<file path="config.mk">
export PLATFORM = sky130hd
export DESIGN_NAME = stun_xor_mapped_address_parser_core
export DESIGN_NICKNAME = d
export VERILOG_FILES = /design/src/hdl/stunxma_pkg.sv /design/src/hdl/stunxma_fifo.sv /design/src/hdl/stunxma_front.sv /design/src/hdl/stunxma_back.sv /design/src/hdl/stun_xor_mapped_address_parser_core.sv
export VERILOG_INCLUDE_DIRS = /design/src /design/src/hdl
export SDC_FILE = /design/constraint.sdc
export NUM_CORES = 1
export LEC_CHECK = 0
export BUFFER_PORTS_ARGS = -buffer_cell sky130_fd_sc_hd__buf_2
export CORE_UTILIZATION = 55
export CTS_CLUSTER_DIAMETER = 120
export CTS_CLUSTER_SIZE = 8
export DETAILED_ROUTE_END_ITERATION = 12
export PLACE_DENSITY_LB_ADDON = 0.05
export RECOVER_POWER = 50
export SETUP_SLACK_MARGIN = 0.15
export SLEW_MARGIN = 10
export SYNTH_ARGS = -nofsm -noshare
export SYNTH_HDL_FRONTEND = slang
export SYNTH_SLANG_ARGS = --single-unit
</file>
<file path="constraint.sdc">
create_clock -name clk -period 4.12 [get_ports clk]
set_input_delay 0.618 -clock clk [delete_from_list [all_inputs] [get_ports clk]]
set_output_delay 0.618 -clock clk [all_outputs]
set_load 0.1 [all_outputs]
</file>
<file path="src/hdl/stun_xor_mapped_address_parser_core_assert.svh">
// assertion helpers for the rtl, included by stunxma_back
`ifndef STUN_XOR_MAPPED_ADDRESS_PARSER_CORE_ASSERT_SVH
`define STUN_XOR_MAPPED_ADDRESS_PARSER_CORE_ASSERT_SVH

// same-cycle implication, checked out of reset
`define STUNXMA_ASSERT_NOW(lbl, ante, cons, msg) \
  lbl: assert property (@(posedge clk) disable iff (!rst_n) (ante) |-> (cons)) else $error(msg);

// next-cycle implication, checked out of reset
`define STUNXMA_ASSERT_NEXT(lbl, ante, cons, msg) \
  lbl: assert property (@(posedge clk) disable iff (!rst_n) (ante) |=> (cons)) else $error(msg);

`endif

</file>
<file path="src/hdl/stunxma_pkg.sv">
package stunxma_pkg;

  localparam int QUEUE_DEPTH = 4;
  localparam int OUT_DEPTH   = 2;

  localparam logic [4:0]  HDR_BYTES    = 5'd20;
  localparam logic [4:0]  HDR_LAST_IDX = 5'd19;
  localparam logic [15:0] RESP_TYPE    = 16'h0101;
  localparam logic [15:0] XMA_TYPE     = 16'h0020;
  localparam logic [7:0]  FAMILY_V4    = 8'h01;
  localparam logic [15:0] XMA_MIN_LEN  = 16'd8;
  localparam logic [31:0] COOKIE_RESET = 32'h2112A442;

  typedef enum logic [2:0] {
    ST_OK         = 3'd0,
    ST_BAD_HEADER = 3'd1,
    ST_TXN        = 3'd2,
    ST_TRUNC      = 3'd3,
    ST_FAMILY     = 3'd4,
    ST_NOT_FOUND  = 3'd5
  } status_t;

  typedef enum logic [1:0] {
    REG_TXN_HIGH = 2'd0,
    REG_TXN_MID  = 2'd1,
    REG_TXN_LOW  = 2'd2,
    REG_COOKIE   = 2'd3
  } cfg_reg_t;

  typedef enum logic [1:0] {
    PH_ATTR_HDR = 2'b01,
    PH_VALUE    = 2'b10
  } phase_t;

  typedef struct packed {
    logic [7:0] data_byte;
    logic       last_byte;
  } in_item_t;

  typedef struct packed {
    status_t     status;
    logic [15:0] public_port;
    logic [31:0] mapped_address;
  } out_item_t;

  // byte tagged by the front end
  typedef struct packed {
    logic [7:0] data_byte;
    logic       last_byte;
    logic       hdr;
    logic [4:0] hdr_idx;
    logic       txn_ok;
  } tag_t;

endpackage

</file>
<file path="src/hdl/stunxma_fifo.sv">
module stunxma_fifo import stunxma_pkg::*; #(
  parameter int  Depth = QUEUE_DEPTH,
  parameter type item_t = tag_t
) (
  input  logic  clk,
  input  logic  rst_n,
  input  logic  push,
  input  item_t wdata,
  output logic  full,
  input  logic  pop,
  output item_t rdata,
  output logic  empty
);

  localparam int AW = (Depth > 1) ? $clog2(Depth) : 1;
  localparam int CW = $clog2(Depth + 1);

  item_t          mem [Depth];
  logic [AW-1:0]  wr_ptr_r, rd_ptr_r;
  logic [CW-1:0]  count_r, count_nxt;
  logic           do_push, do_pop;

  assign full    = (count_r == CW'(Depth));
  assign empty   = (count_r == '0);
  assign do_push = push && !full;
  assign do_pop  = pop && !empty;
  assign rdata   = mem[rd_ptr_r];

  always_comb begin
    count_nxt = count_r;
    if (do_push && !do_pop) begin
      count_nxt = count_r + CW'(1);
    end else if (do_pop && !do_push) begin
      count_nxt = count_r - CW'(1);
    end
  end

  always_ff @(posedge clk) begin
    if (do_push) begin
      mem[wr_ptr_r] <= wdata;
    end
  end

  always_ff @(posedge clk) begin
    if (!rst_n) begin
      wr_ptr_r <= '0;
      rd_ptr_r <= '0;
      count_r  <= '0;
    end else begin
      count_r <= count_nxt;
      if (do_push) begin
        wr_ptr_r <= (wr_ptr_r == AW'(Depth - 1)) ? '0 : wr_ptr_r + AW'(1);
      end
      if (do_pop) begin
        rd_ptr_r <= (rd_ptr_r == AW'(Depth - 1)) ? '0 : rd_ptr_r + AW'(1);
      end
    end
  end

endmodule

</file>
<file path="src/hdl/stunxma_front.sv">
module stunxma_front import stunxma_pkg::*; (
  input  logic        clk,
  input  logic        rst_n,
  input  logic        in_push,
  input  in_item_t    in_item,
  input  logic        q_full,
  input  logic [31:0] txn_high,
  input  logic [31:0] txn_mid,
  input  logic [31:0] txn_low,
  output logic        q_push,
  output tag_t        q_tag
);

  logic [4:0] hcnt_r;
  logic [3:0] txn_i;
  logic [7:0] txn_b [12];
  logic       in_hdr;
  logic [7:0] want;

  assign in_hdr = (hcnt_r < HDR_BYTES);
  assign q_push = in_push && !q_full;

  always_comb begin
    for (int k = 0; k < 4; k++) begin
      txn_b[k]     = txn_high[31 - 8*k -: 8];
      txn_b[k + 4] = txn_mid[31 - 8*k -: 8];
      txn_b[k + 8] = txn_low[31 - 8*k -: 8];
    end
  end

  // transaction id sits at header bytes 8..19
  always_comb begin
    txn_i = '0;
    if (hcnt_r >= 5'd8 && in_hdr) begin
      txn_i = 4'(hcnt_r - 5'd8);
    end
  end
  assign want = txn_b[txn_i];

  always_comb begin
    q_tag.data_byte = in_item.data_byte;
    q_tag.last_byte = in_item.last_byte;
    q_tag.hdr       = in_hdr;
    q_tag.hdr_idx   = hcnt_r;
    q_tag.txn_ok    = (want == in_item.data_byte);
  end

  always_ff @(posedge clk) begin
    if (!rst_n) begin
      hcnt_r <= '0;
    end else if (q_push) begin
      if (in_item.last_byte) begin
        hcnt_r <= '0;
      end else if (in_hdr) begin
        hcnt_r <= hcnt_r + 5'd1;
      end
    end
  end

endmodule

</file>
<file path="src/hdl/stunxma_back.sv">
module stunxma_back import stunxma_pkg::*; (
  input  logic        clk,
  input  logic        rst_n,
  input  logic        tag_valid,
  input  tag_t        tag,
  output logic        tag_pop,
  input  logic [31:0] magic_cookie,
  input  logic        res_full,
  output logic        res_push,
  output out_item_t   res
);

`include "stun_xor_mapped_address_parser_core_assert.svh"

  logic [15:0] type_r, type_nxt;
  logic [31:0] cookie_r, cookie_nxt;
  logic        txn_mis_r, txn_mis_nxt;
  phase_t      phase_r, phase_nxt;
  logic [1:0]  ahc_r, ahc_nxt;
  logic [15:0] kind_r, kind_nxt;
  logic [15:0] len_r, len_nxt;
  logic [16:0] vcnt_r, vcnt_nxt, vcnt_inc;
  logic [7:0]  fam_r, fam_nxt;
  logic [15:0] xport_r, xport_nxt;
  logic [31:0] xaddr_r, xaddr_nxt;
  logic        fixed_r, fixed_nxt;
  status_t     code_r, code_nxt;

  logic [16:0] pad_cur, pad_hdr;
  logic        match;
  logic        take;
  logic [7:0]  b;
  logic        verdict_set;

  assign tag_pop  = tag_valid && (!tag.last_byte || !res_full);
  assign res_push = tag_pop && tag.last_byte;
  assign take     = tag_pop && !fixed_r;
  assign b        = tag.data_byte;

  // padded length of the attribute in flight and of the one just completing
  assign pad_cur  = ({1'b0, len_r} + 17'd3) & 17'h1FFFC;
  assign pad_hdr  = ({1'b0, len_r[7:0], b} + 17'd3) & 17'h1FFFC;
  assign match    = (kind_r == XMA_TYPE) && (len_r >= XMA_MIN_LEN);
  assign vcnt_inc = vcnt_r + 17'd1;

  always_comb begin
    type_nxt    = type_r;
    cookie_nxt  = cookie_r;
    txn_mis_nxt = txn_mis_r;
    phase_nxt   = phase_r;
    ahc_nxt     = ahc_r;
    kind_nxt    = kind_r;
    len_nxt     = len_r;
    vcnt_nxt    = vcnt_r;
    fam_nxt     = fam_r;
    xport_nxt   = xport_r;
    xaddr_nxt   = xaddr_r;
    fixed_nxt   = fixed_r;
    code_nxt    = code_r;

    if (take) begin
      if (tag.hdr) begin
        if (tag.hdr_idx < 5'd2) begin
          type_nxt = {type_r[7:0], b};
        end else if (tag.hdr_idx >= 5'd4 && tag.hdr_idx < 5'd8) begin
          cookie_nxt = {cookie_r[23:0], b};
        end else if (tag.hdr_idx >= 5'd8 && !tag.txn_ok) begin
          txn_mis_nxt = 1'b1;
        end
        if (tag.hdr_idx == HDR_LAST_IDX) begin
          if (type_r != RESP_TYPE || cookie_r != magic_cookie) begin
            fixed_nxt = 1'b1;
            code_nxt  = ST_BAD_HEADER;
          end else if (txn_mis_nxt) begin
            fixed_nxt = 1'b1;
            code_nxt  = ST_TXN;
          end else if (tag.last_byte) begin
            fixed_nxt = 1'b1;
            code_nxt  = ST_NOT_FOUND;
          end
        end else if (tag.last_byte) begin
          fixed_nxt = 1'b1;
          code_nxt  = ST_BAD_HEADER;
        end
      end else if (phase_r == PH_VALUE) begin
        if (match) begin
          if (vcnt_r == 17'd1) begin
            fam_nxt = b;
          end else if (vcnt_r == 17'd2 || vcnt_r == 17'd3) begin
            xport_nxt = {xport_r[7:0], b};
          end else if (vcnt_r >= 17'd4 && vcnt_r < 17'd8) begin
            xaddr_nxt = {xaddr_r[23:0], b};
          end
        end
        vcnt_nxt = vcnt_inc;
        if (vcnt_inc == pad_cur) begin
          priority if (match) begin
            fixed_nxt = 1'b1;
            code_nxt  = (fam_nxt == FAMILY_V4) ? ST_OK : ST_FAMILY;
          end else if (tag.last_byte) begin
            fixed_nxt = 1'b1;
            code_nxt  = ST_NOT_FOUND;
          end else begin
            phase_nxt = PH_ATTR_HDR;
            kind_nxt  = '0;
            len_nxt   = '0;
          end
        end else if (tag.last_byte) begin
          fixed_nxt = 1'b1;
          code_nxt  = ST_TRUNC;
        end
      end else begin
        if (!ahc_r[1]) begin
          kind_nxt = {kind_r[7:0], b};
        end else begin
          len_nxt = {len_r[7:0], b};
        end
        if (ahc_r != 2'd3) begin
          ahc_nxt = ahc_r + 2'd1;
          if (tag.last_byte) begin
            fixed_nxt = 1'b1;
            code_nxt  = ST_NOT_FOUND;
          end
        end else begin
          ahc_nxt = '0;
          priority if (pad_hdr == '0) begin
            if (tag.last_byte) begin
              fixed_nxt = 1'b1;
              code_nxt  = ST_NOT_FOUND;
            end
          end else if (tag.last_byte) begin
            fixed_nxt = 1'b1;
            code_nxt  = ST_TRUNC;
          end else begin
            phase_nxt = PH_VALUE;
            vcnt_nxt  = '0;
          end
        end
      end
    end

    verdict_set = fixed_nxt;

    res.status = code_nxt;
    if (code_nxt == ST_OK) begin
      res.public_port    = xport_nxt ^ magic_cookie[31:16];
      res.mapped_address = xaddr_nxt ^ magic_cookie;
    end else begin
      res.public_port    = '0;
      res.mapped_address = '0;
    end

    // datagram done: parse state back to its start
    if (res_push) begin
      type_nxt    = '0;
      cookie_nxt  = '0;
      txn_mis_nxt = 1'b0;
      phase_nxt   = PH_ATTR_HDR;
      ahc_nxt     = '0;
      kind_nxt    = '0;
      len_nxt     = '0;
      vcnt_nxt    = '0;
      fam_nxt     = '0;
      xport_nxt   = '0;
      xaddr_nxt   = '0;
      fixed_nxt   = 1'b0;
      code_nxt    = ST_OK;
    end
  end

  always_ff @(posedge clk) begin
    if (!rst_n) begin
      type_r    <= '0;
      cookie_r  <= '0;
      txn_mis_r <= 1'b0;
      phase_r   <= PH_ATTR_HDR;
      ahc_r     <= '0;
      kind_r    <= '0;
      len_r     <= '0;
      vcnt_r    <= '0;
      fam_r     <= '0;
      xport_r   <= '0;
      xaddr_r   <= '0;
      fixed_r   <= 1'b0;
      code_r    <= ST_OK;
    end else begin
      type_r    <= type_nxt;
      cookie_r  <= cookie_nxt;
      txn_mis_r <= txn_mis_nxt;
      phase_r   <= phase_nxt;
      ahc_r     <= ahc_nxt;
      kind_r    <= kind_nxt;
      len_r     <= len_nxt;
      vcnt_r    <= vcnt_nxt;
      fam_r     <= fam_nxt;
      xport_r   <= xport_nxt;
      xaddr_r   <= xaddr_nxt;
      fixed_r   <= fixed_nxt;
      code_r    <= code_nxt;
    end
  end

  `STUNXMA_ASSERT_NOW(a_last_has_verdict, take && tag.last_byte, verdict_set,
    "last byte left no verdict")
  `STUNXMA_ASSERT_NEXT(a_restart, res_push,
    !fixed_r && phase_r == PH_ATTR_HDR && ahc_r == 2'd0,
    "parse state not cleared after result")
  `STUNXMA_ASSERT_NEXT(a_verdict_holds, fixed_r && !res_push, fixed_r && $stable(code_r),
    "fixed verdict changed before last byte")
  `STUNXMA_ASSERT_NOW(a_no_value_in_hdr, tag_valid && tag.hdr,
    phase_r == PH_ATTR_HDR && ahc_r == 2'd0,
    "header byte seen with attribute parse in progress")

endmodule

</file>
<file path="src/hdl/stun_xor_mapped_address_parser_core.sv">
// Parses a STUN binding response fed one datagram byte per clock (last byte flagged) and
// returns one status with the XOR-MAPPED-ADDRESS port and IPv4 address per datagram.
// Throughput is one byte per clock sustained while the result queue has room. A front end
// tags header position and transaction-id matches and feeds a QueueDepth-entry queue; the
// parser drains it and writes results into an OutDepth-entry result queue, so a result is
// pushed as its last byte is taken and shows on out_item once earlier results are popped.
// in_full rises only when the byte queue fills, which happens while a result waits for
// pop with the result queue full. Configuration must be written between datagrams.
module stun_xor_mapped_address_parser_core import stunxma_pkg::*; #(
  parameter int QueueDepth = QUEUE_DEPTH,
  parameter int OutDepth   = OUT_DEPTH
) (
  input  logic        clk,
  input  logic        rst_n,
  input  logic        in_push,
  output logic        in_full,
  input  in_item_t    in_item,
  output logic        out_empty,
  input  logic        out_pop,
  output out_item_t   out_item,
  input  logic        cfg_we,
  input  cfg_reg_t    cfg_index,
  input  logic [31:0] cfg_wdata
);

  logic [31:0] txn_high_r, txn_mid_r, txn_low_r, cookie_r;

  logic      q_push, q_full, q_empty, q_pop;
  tag_t      q_wtag, q_rtag;
  logic      res_push, res_full;
  out_item_t res;

  always_ff @(posedge clk) begin
    if (!rst_n) begin
      txn_high_r <= '0;
      txn_mid_r  <= '0;
      txn_low_r  <= '0;
      cookie_r   <= COOKIE_RESET;
    end else if (cfg_we) begin
      unique case (cfg_index)
        REG_TXN_HIGH: txn_high_r <= cfg_wdata;
        REG_TXN_MID:  txn_mid_r  <= cfg_wdata;
        REG_TXN_LOW:  txn_low_r  <= cfg_wdata;
        REG_COOKIE:   cookie_r   <= cfg_wdata;
        default: ;
      endcase
    end
  end

  assign in_full = q_full;

  stunxma_front u_front (
    .clk      (clk),
    .rst_n    (rst_n),
    .in_push  (in_push),
    .in_item  (in_item),
    .q_full   (q_full),
    .txn_high (txn_high_r),
    .txn_mid  (txn_mid_r),
    .txn_low  (txn_low_r),
    .q_push   (q_push),
    .q_tag    (q_wtag)
  );

  stunxma_fifo #(
    .Depth  (QueueDepth),
    .item_t (tag_t)
  ) u_tagq (
    .clk   (clk),
    .rst_n (rst_n),
    .push  (q_push),
    .wdata (q_wtag),
    .full  (q_full),
    .pop   (q_pop),
    .rdata (q_rtag),
    .empty (q_empty)
  );

  stunxma_back u_back (
    .clk          (clk),
    .rst_n        (rst_n),
    .tag_valid    (!q_empty),
    .tag          (q_rtag),
    .tag_pop      (q_pop),
    .magic_cookie (cookie_r),
    .res_full     (res_full),
    .res_push     (res_push),
    .res          (res)
  );

  stunxma_fifo #(
    .Depth  (OutDepth),
    .item_t (out_item_t)
  ) u_resq (
    .clk   (clk),
    .rst_n (rst_n),
    .push  (res_push),
    .wdata (res),
    .full  (res_full),
    .pop   (out_pop),
    .rdata (out_item),
    .empty (out_empty)
  );

endmodule

</file>
# == Word level (Yosys, flattened, before mapping) ==
# Memory sizes are Yosys's and may differ from the RTL's. A register that Yosys moved wholly into a read port is not among the register bits.
# Index checks and enable logic that the tools add are counted.
# word_totals
regBits,306
elab_cells,226
mem_bits_rw,166
mem_count,2
# memory_table
memory,depth,word_bits,read_ports,rd_clocked_by_memory_dff,write_ports,line,source
u_resq.mem,2,51,1,1,1,stunxma_fifo.sv:18,item_t mem [Depth];
u_tagq.mem,4,16,1,1,1,stunxma_fifo.sv:18,
# classes
order_cmp,10
n_eq_ne,26
muxes,87
n_addsub,14
n_reduce_logical,55
bitwise_logic,8
# ops
op,n
32-bit two-way mux,7
16-bit two-way mux,13
17-bit two-way mux,4
8-bit two-way mux,7
3-bit two-way mux,16
48-bit two-way mux,1
"16-bit by 2-bit adder with 17-bit output, second input constant",2
"17-bit by 2-bit equality test with 1-bit output, second input constant",2
8-bit binary-select mux with 4-bit select,1
32-bit inequality test,1
32-bit bitwise XOR,1
2-bit two-way mux,14
1-bit two-way mux,21
"17-bit by 1-bit adder with 17-bit output, second input constant",1
"17-bit by 1-bit equality test with 1-bit output, second input constant",1
17-bit equality test,1
"17-bit by 3-bit >= comparator with 1-bit output, second input constant",1
1-bit logical AND,17
17-bit zero test,1
"17-bit by 4-bit < comparator with 1-bit output, second input constant",1
"16-bit by 6-bit equality test with 1-bit output, second input constant",1
"16-bit by 4-bit >= comparator with 1-bit output, second input constant",1
"16-bit by 9-bit inequality test with 1-bit output, second input constant",1
16-bit bitwise XOR,1
other kinds (37),83

# == Longest topological paths before layout ==
# logic_depth
depth_word,15
depth_mapped,12

# == By module ==
# From an unflattened synthesis, not the netlist that was laid out.
# unflattened
hier_cells,1979
area_unflattened_um2,21584.5
# modules_own_cells
module,seq_area_each_um2,cells_per_inst,n_inst,area_per_inst_um2
stunxma_back,3243.1,1005,1,8520.7
stun_xor_mapped_address_parser_core,2562.5,467,1,4814.6
stunxma_fifo at u_resq,3163.0,184,1,3901.2
stunxma_fifo at u_tagq,2102.0,135,1,2827.7
stunxma_front,100.1,188,1,1520.2

# == Least setup slack after synthesis ==
# Ideal clock, no wire load.
# synth_path
kind,register -> register
start,register (tool-made name)
end,memory u_resq.mem[0][0] (netlist name) (enable)
path_stages_with_launch,8
n_path_buf,3
arrival_ps,3919
setup_time_ps,461
setup_slack_ps,-261
period_less_slack_ps,4381
path_cell_list,dfxtp_1 > clkbuf_1 > buf_2 > mux2i_1 > mux2_2 > clkbuf_1 > or2_2 > nor2_1
# synth_rtl
element,line
to (decl),stunxma_fifo.sv:18

==> qor.yml <==
outcome: "finished with violations"
violations: "max-capacitance violations, max-slew violations"
fin_crit_ns: 3.82
dr.pass1.iters: 5
synthDistinctLibCells: 81
critPathMaxFanout: 13
endpoint_kind: "register"
slew_headroom_pct: -48.4
ir_drop_v: 0.000426
setup_viol: 0
rows: 72
clk_pin_slew_ns: 0.05
cts_tree: "done"
drc_errors: 0
fin_crit_sh_pct: 92.7
cts_sinks: 475
grt_use_total_pct: 27.4
reg2reg_depth: 9
syn-instance-count: 2021
fp.dieArea_mm2: 0.0401
overflow: 0
fin_nets: 2193
ys_ff_latch: 475
synth_edf_count: 166
swShare_pct: 38.8
power_frac_clock_pct: 30.7
fmax_mhz: 262
synth_area_mm2: 0.0216
dr.first_iter.drc_count: 1034
ff2ff_setup_slack_ns: 0.30
start_util_pct: 55.8
final_common_cell: "nand2_1"
worst_setup_path_start_kind: "register"
leakagePower_nw: 9.53
synthArstFlopShare_pct: 0
finalNonFillerCells: 2685
hold_viol: 0
ys_seq_area_share_pct: 51.6
pwr-share-comb_pct: 34.3
switching_power_w: 0.00645
drive_above_1_share_pct: 17.6
ant_nets: 0
grt_pass1_wl_um: 85800
grt_pass1_vias: 15400
hp-start: "cfg_wdata[22]"
holdPathEnd: "cookie_r[22]"
r2r-end: "u_resq.mem[0][8]"
area_delta_synth_final_pct: 14.8
maxCapViolCount: 3
worstSetupPathType: "reg2reg"
vias_per_cell: 5.72
skew_ns: 0.0166
htree_num_levels: 3
antenna_found_initial: 0
slew_viol_final: 221
clockBufferDepth: 3
mostFrequentLayoutCells: "nand2_1, dfxtp_1, edfxtp_1"
cts_hold_buf: 0
portBuffers: 100
fill_cells: 3191
antenna_cells: 0
gp_congestion: 0.945
detail_route.wl_per_cell_um: 20.4
worst_slew_pin_slew_ns: 2.23
multiInputGateArea_mm2: 0.00990
synth_nets: 2083
synth.area.top_cells: "dfxtp_1, edfxtp_1, mux2i_1"
die_x_um: 200
hold_depth: 3
finalInstanceArea_mm2: 0.0248
synth_ff_type: "dfxtp_1"
r2r-start: "u_back.vcnt_r[1]"
drt-total-wl_um: 54700
setup-tns-final_ns: 0
seq_area_mm2: 0.0112
syn_avg_cell_area_um2: 10.7
synth.largest_area_cell: "dfxtp_1"
yosysWarnings: 0
power_frac_seq_pct: 35.0
cts-root-buf: "clkbuf_16"
internal_power_w: 0.0101
power.density_mw_per_mm2: 668
hp-class: "in2reg"
critical_path_arrival_ns: 4.14
place_area_mm2: 0.0229
io_pins: 101
grt_max_degree: 133
cts_buffers: 69
design.core.area_mm2: 0.0387
place_hpwl_um: 36900
crit_required_ns: 4.45
clock_latency_ns: 0.58
die_height_um: 200
rsz0062_at_grt: "false"
synth_top_area_share_pct: 28.6
num_vias: 15300
dpl.cell_count: 2575
## worst max-delay path: stages (launching register included)
cell and delay, ns:
dfxtp_1 0.46, ha_2 0.34, nand3_1 0.26, or3_1 0.49
a221oi_1 0.36, o22ai_2 0.24, nor4_4 0.48, o21ai_4 0.24
buf_4 0.24, nor4_1 0.42
## cell type report
type                            instances  area share (%)
Clock buffer                          101            7.52
Clock inverter                          6           0.232
Timing Repair Buffer                  173            4.49
Inverter                               21           0.317
Multi-Input combinational cell       1391            39.8
Tap cell                              518            2.61
Sequential cell                       475            45.0
## per-layer routing
metal	up-vias	part of all wire [%]	track usage, %
li1	7407	-	-
met2	405	46	43.3
met5	-	0	0
met3	105	5.0	4.62
met4	0	3.3	10.8
met1	7430	46	37.8
## worst max-delay path by stage
stage | cells past startpoint | start | end
final | 9 | u_back.vcnt_r[1] | u_resq.mem[0][8]
after global routing | 10 | u_back.vcnt_r[1] | u_resq.mem[0][8]
after CTS | 11 | register | u_resq.mem[0][8]
after detailed placement | 9 | u_back.vcnt_r[1] | u_resq.mem[1][8]
after global placement | 10 | u_back.vcnt_r[1] | u_resq.mem[0][11]
after floorplan | 7 | register | u_resq.mem[0][0]
## cell usage after synthesis (all sizes together), types with 6 or more instances
cell type,n
a21boi,123
a21oi,40
and2,37
and3,6
buf,47
clkbuf,87
dfxtp,309
edfxtp,166
ha,13
inv,20
mux2,69
mux2i,136
mux4,24
nand2,340
nand3,54
nand4,16
nor2,132
nor2b,9
nor3,21
nor4,81
nor4b,6
o211ai,7
o21ai,39
o22ai,7
o32ai,7
or3,16
or4,7
xnor2,48
xor2,70
## stage by stage
stage | utilization (%) | hold slack (ns) | setup slack [ns] | power [W]
2_1_floorplan | - | 0.440 | 0.605 | 0.0101
3_3_place_gp | 59.2 | 0.450 | 0.280 | 0.0115
3_5_place_dp | 59.2 | 0.459 | 0.0749 | 0.0116
4_1_cts | 64.3 | 0.259 | 0.252 | 0.0168
5_1_grt | 64.1 | 0.338 | 0.140 | 0.0172
6_report | 64.1 | 0.350 | 0.302 | 0.0166
## logic make-up after synthesis
kind of cell	after synthesis	share of synthesized area [%]
buf+inv	155	3.04
xor+xnor	122	5.20
mux	229	12.4
simple gates	748	17.6
fa+ha+maj	14	0.844
compound gates	278	9.28
flops	475	51.6
## flip-flops by register name, summed over array words and instances, names as in the netlist, 32 cells and up, named ones only
name,flops
txn_low_r,32
u_resq.mem,102
cookie_r,32
txn_high_r,32
txn_mid_r,32
u_back.cookie_r,32
u_back.xaddr_r,32
u_tagq.mem,64
## power groups by stage
stage	Sequential [W]	Clock (W)	Combinational (W)
2_1_floorplan	0.00576	0	0.00439
3_5_place_dp	0.00589	0	0.00572
6_report	0.00581	0.00509	0.00570
4_1_cts	0.00580	0.00518	0.00579
3_3_place_gp	0.00586	0	0.00568
5_1_grt	0.00585	0.00537	0.00600
## timing repair
action | 4_1_cts | 5_1_grt
cloned | 0 | 0
gates resized for setup | 1 | 4
endpoints found under the setup margin | 4 | 94
pin swaps | 1 | 0
setup buffers | 3 | 0
(Power assumes the default switching activity.)
